File: src/design/pfi_pkg.sv
package pfi_pkg;

  localparam int SAMPLE_WIDTH   = 16;
  localparam int COEF_DEPTH     = 512;
  localparam int COEF_AW        = $clog2(COEF_DEPTH);
  localparam int BR_W           = 4;

  localparam int DEF_MAX_PHASES = 16;
  localparam int DEF_MAX_TAPS   = 32;
  localparam int DEF_ACC_WIDTH  = 40;

  localparam int PC_W   = 5;
  localparam int TPP_W  = 6;
  localparam int SH_W   = 5;
  localparam int CFG_AW = 2;
  localparam int CFG_DW = 6;

  localparam int S_TDATA_W = 64;
  localparam int M_TDATA_W = 40;

  localparam logic [CFG_AW-1:0] CFG_PHASE_COUNT    = 2'd0;
  localparam logic [CFG_AW-1:0] CFG_TAPS_PER_PHASE = 2'd1;
  localparam logic [CFG_AW-1:0] CFG_OUTPUT_SHIFT   = 2'd2;

  localparam logic [PC_W-1:0]  RST_PHASE_COUNT    = 5'd4;
  localparam logic [TPP_W-1:0] RST_TAPS_PER_PHASE = 6'd8;
  localparam logic [SH_W-1:0]  RST_OUTPUT_SHIFT   = 5'd15;

  localparam logic OP_COEF   = 1'b0;
  localparam logic OP_SAMPLE = 1'b1;

  typedef enum logic [2:0] {
    ST_CLEAR,
    ST_IDLE,
    ST_CHECK,
    ST_MAC,
    ST_DRAIN,
    ST_FIN
  } state_e;

  typedef struct packed {
    logic clr_step;
    logic load_coef;
    logic push_sample;
    logic mac_issue;
    logic emit;
  } dp_cmd_t;

  typedef struct packed {
    logic clr_last;
    logic primed;
    logic issue_last;
    logic pipe_busy;
    logic branch_last;
    logic out_free;
  } dp_status_t;

  typedef struct packed {
    logic [PC_W-1:0]  phase_count;
    logic [TPP_W-1:0] taps_per_phase;
    logic [SH_W-1:0]  output_shift;
  } cfg_t;

endpackage

File: src/design/pfi_ctrl.sv
module pfi_ctrl import pfi_pkg::*; (
  input  logic       clk_i,
  input  logic       rst_ni,
  input  logic       in_valid_i,
  input  logic       in_op_i,
  output logic       in_ready_o,
  input  dp_status_t status_i,
  output dp_cmd_t    cmd_o
);

  state_e state_q, state_d;

  always_ff @(posedge clk_i or negedge rst_ni) begin
    if (!rst_ni) begin
      state_q <= ST_CLEAR;
    end else begin
      state_q <= state_d;
    end
  end

  always_comb begin
    state_d    = state_q;
    cmd_o      = '0;
    in_ready_o = 1'b0;
    unique case (state_q)
      ST_CLEAR: begin
        cmd_o.clr_step = 1'b1;
        if (status_i.clr_last) begin
          state_d = ST_IDLE;
        end
      end
      ST_IDLE: begin
        in_ready_o = 1'b1;
        if (in_valid_i) begin
          if (in_op_i == OP_SAMPLE) begin
            cmd_o.push_sample = 1'b1;
            state_d           = ST_CHECK;
          end else begin
            cmd_o.load_coef = 1'b1;
          end
        end
      end
      ST_CHECK: begin
        state_d = status_i.primed ? ST_MAC : ST_IDLE;
      end
      ST_MAC: begin
        cmd_o.mac_issue = 1'b1;
        if (status_i.issue_last) begin
          state_d = ST_DRAIN;
        end
      end
      ST_DRAIN: begin
        if (!status_i.pipe_busy) begin
          state_d = ST_FIN;
        end
      end
      ST_FIN: begin
        if (status_i.out_free) begin
          cmd_o.emit = 1'b1;
          state_d    = status_i.branch_last ? ST_IDLE : ST_MAC;
        end
      end
      default: begin
        state_d = ST_CLEAR;
      end
    endcase
  end

endmodule

File: config.mk
export PLATFORM = sky130hd
export DESIGN_NAME = pfi_ctrl
export DESIGN_NICKNAME = d
export VERILOG_FILES = /design/src/design/pfi_pkg.sv /design/src/design/pfi_ctrl.sv
export SDC_FILE = /design/constraint.sdc
export NUM_CORES = 1
export LEC_CHECK = 0
export BUFFER_PORTS_ARGS = -buffer_cell sky130_fd_sc_hd__buf_2
export CORE_AREA = 2 2 39 41
export CTS_CLUSTER_SIZE = 8
export DETAILED_ROUTE_END_ITERATION = 8
export DIE_AREA = 0 0 41 43
export PLACE_DENSITY = 0.44
export SLEW_MARGIN = 20
export SYNTH_ARGS = -nofsm -noshare
export SYNTH_HDL_FRONTEND = slang
export SYNTH_SLANG_ARGS = --single-unit
File: constraint.sdc
create_clock -name clk_i -period 1.4 [get_ports clk_i]
set_input_delay 0.28 -clock clk_i [delete_from_list [all_inputs] [get_ports clk_i]]
set_output_delay 0.28 -clock clk_i [all_outputs]
set_load 0.03 [all_outputs]
==> impl_metrics.ini <==
[power]
p_leak_nw = 0.2590
peakVddDrop_uv = 974.4
power_mw = 1.300
p_per_area_nw_per_um2 = 2522

[timing]
setup_viol = 6
maxSlewViolCount = 0
skew_ns = 0.007324
fmax_ghz = 0.6611
fin_ws_ns = -0.1125
relSlewSlack = 0.8691
worst_pin_slew_ns = 0.1909
period_minus_slack_ns = 1.513
hold_violations = 0
finalCritPeriodShare = 1.080
rsz0062_at_grt = true

[floorplan]
fp.dieH_um = 43
die_w_um = 41
ios = 16
core_area_um2 = 1384
die-area_um2 = 1763
rows = 14
start_util = 0.1881

[synth]
synth_top_cell_area_share = 0.2885
async_reset_ff_frac = 1.000
synthMuxAreaShare = 0.03846
yosys-top-cells-area = dfrtp_1 (29%), nand3_1 (5.8%), a221oi_2 (5.8%), nor2_1 (5.8%), nor2b_4 (5.3%)
yosysMostFrequentCell = nor2_1
synthesis.nets = 41
synth_top_family_by_area = simple AND/OR/NAND/NOR gates
synth_area_um2 = 260.3
netlist.top_cell.by_area = dfrtp_1
synth_xor_area_frac = 0
ys_seq_elements = 3
synth_compound_area_frac = 0.2308
synthAdderAreaFrac = 0
synth_cells = 31
ys_seq_area_frac = 0.2885
synth_edf_count = 0
synth_flop_cell = dfrtp_1
yosysUniqueCellTypes = 21
yosysWarningCount = 0
synthSimpleGateAreaFrac = 0.3894
synth_common_cells = nor2_1 (4), dfrtp_1 (3), nand3_1 (3)
synth.avg_cell_area_um2 = 8.395

[worst_setup_path]
required_ns = 1.12
crit_slowest_cell = dfrtp_1
critPathLaunchType = flop
max_stage_delay_ns = 0.39
cp.depth = 4
cp_num_buf_inv = 1
cp.arrival_ns = 1.23
crit_family = simple AND/OR/NAND/NOR gates
reg2regPathDepth = 6
worstSetupPathType = flop to primary output
path_cells = nor2_2 -> and2_4 -> and3_4 -> buf_6
crit_fanout = 3
critPathCaptureType = primary output

[route]
route.met2.wl_um = 385
drtIter0Drc = 2
wl_met3_um = 29
postRouteAntennaNets = 0
routed.top_layer = met4
wl_per_cell_um = 10.83
finalWirelength_um = 812
drcViolationCount = 0
vias = 318
wl_met1_um = 377
firstDrtPassIters = 2
vias_per_cell = 4.240

[cts]
cts_buffers = 3
clock_latency_ns = 0.24
cts_root_buffer = clkbuf_4
htreeDepth = 1
cts_max_path_buffers = 2
cts.clk_slew.worst_paths_ns = 0.04
clkSinkCount = 3
tritoncts = built

[worst_hold_path]
min_delay_path_depth = 2
hold_class = input port to flop

[cells_and_area]
stdcell_count = 75
reg_top3 = state_q: 3 flops
fin_nets = 70
nFillCells = 149
synthToLayoutAreaGrowth_pct = 98.08
fin_area_um2 = 515.5
largest_reg_flops = 3
num_antenna_cells = 0
drive_gt1_frac = 0.6610
top_register = state_q

[place]
dp_hpwl_um = 579.1
port_buffers = 15
place_inst = 66
gp_congestion = 0.6500
dpl_cell_area_um2 = 397.9

[grt]
grt-ovfl-total = 0
grt_pass1_vias = 297
grt_max_degree = 6
antenna_found_initial = 0
grt_pass1_wl_um = 1214
grt_usage = 0.1165

[run_status]
violations = setup timing
status = finished, violations left

[flow_run]
cap_violations = 0
==> cells in the final DEF (no fill, tap or decap), drive strengths merged <==
master,netlist,routed
buf,2,25
nor2,5,5
clkbuf,0,4
nand3,3,3
and3,3,3
dfrtp,3,3
a21oi,2,2
and3b,1,1
nor3,1,1
and2,1,1
nor2b,1,1
nand2b,1,1
a211o,1,1
o32a,1,1
o21ai,1,1
inv,1,1
mux2i,1,1
a221oi,1,1
nand2,1,1
a22o,1,1
dlygate4sd3,0,1
==> through the flow <==
stage	setup WS [ns]	util	setup TNS, ns	hold WS (ns)
6_report	-0.1125	0.3725	-0.2993	0.2922
4_1_cts	-0.1446	0.3562	-0.4569	0.2863
3_5_place_dp	0.08792	0.2875	0	0.07692
2_1_floorplan	-0.02819	-	-0.02819	-0.01559
3_3_place_gp	0.08511	0.2875	0	0.07945
5_1_grt	-0.1742	0.3725	-0.6225	0.3014
==> cell families (layout without fill, tap and decap cells) <==
| group | after synthesis | after routing |
|---|---|---|
| AND/OR/NAND/NOR | 17 | 17 |
| AO/OA/AOI/OAI | 7 | 7 |
| flip-flops | 3 | 3 |
| buffers and inverters | 3 | 31 |
| multiplexers | 1 | 1 |
==> area by class of cell <==
cell class	count	area [um^2]	share of cell area
clock buffers	4	26.28	0.05097
inverters	1	3.754	0.007282
multi-input cells	25	193.9	0.3762
flip-flops and latches	3	76.32	0.1481
well taps	16	20.02	0.03883
repair buffers	26	195.2	0.3786
==> where the power goes <==
group	total, mW	internal [mW]	leakage [nW]	switching, mW
Clock	0.158	0.107	0.0150	0.0510
Combinational	0.958	0.508	0.208	0.450
Sequential	0.184	0.134	0.0364	0.0505
==> worst paths after layout <==
kind / startpoint / to / slack [ns]
worst max-delay path: state_q[1] / cmd_o[2] / -0.11
worst min-delay path: status_i[3] / state_q[2] / 0.29
worst max register to register: state_q[1] / state_q[0] / 0.07
worst min register to register: state_q[1] / state_q[0] / 0.69
max in group asynchronous: rst_ni / state_q[0] / 0.92
min in group asynchronous: rst_ni / state_q[2] / 0.36
==> repair_timing <==
item                                    in CTS  in global routing
pin swaps                                    4                  1
hold buffers                                 1                  0
endpoints found under the setup margin       6                  6
buffers inserted                             3                  1
gates resized for setup                     12                  4
endpoints found under the hold margin        3                  0
==> routing by layer <==
metal  track usage  vias up
met1        0.1383      135
met2        0.1438       11
li1              -      170
met3       0.03141        2
met5             0        -
met4        0.1400        0
(Power assumes the default switching activity.)
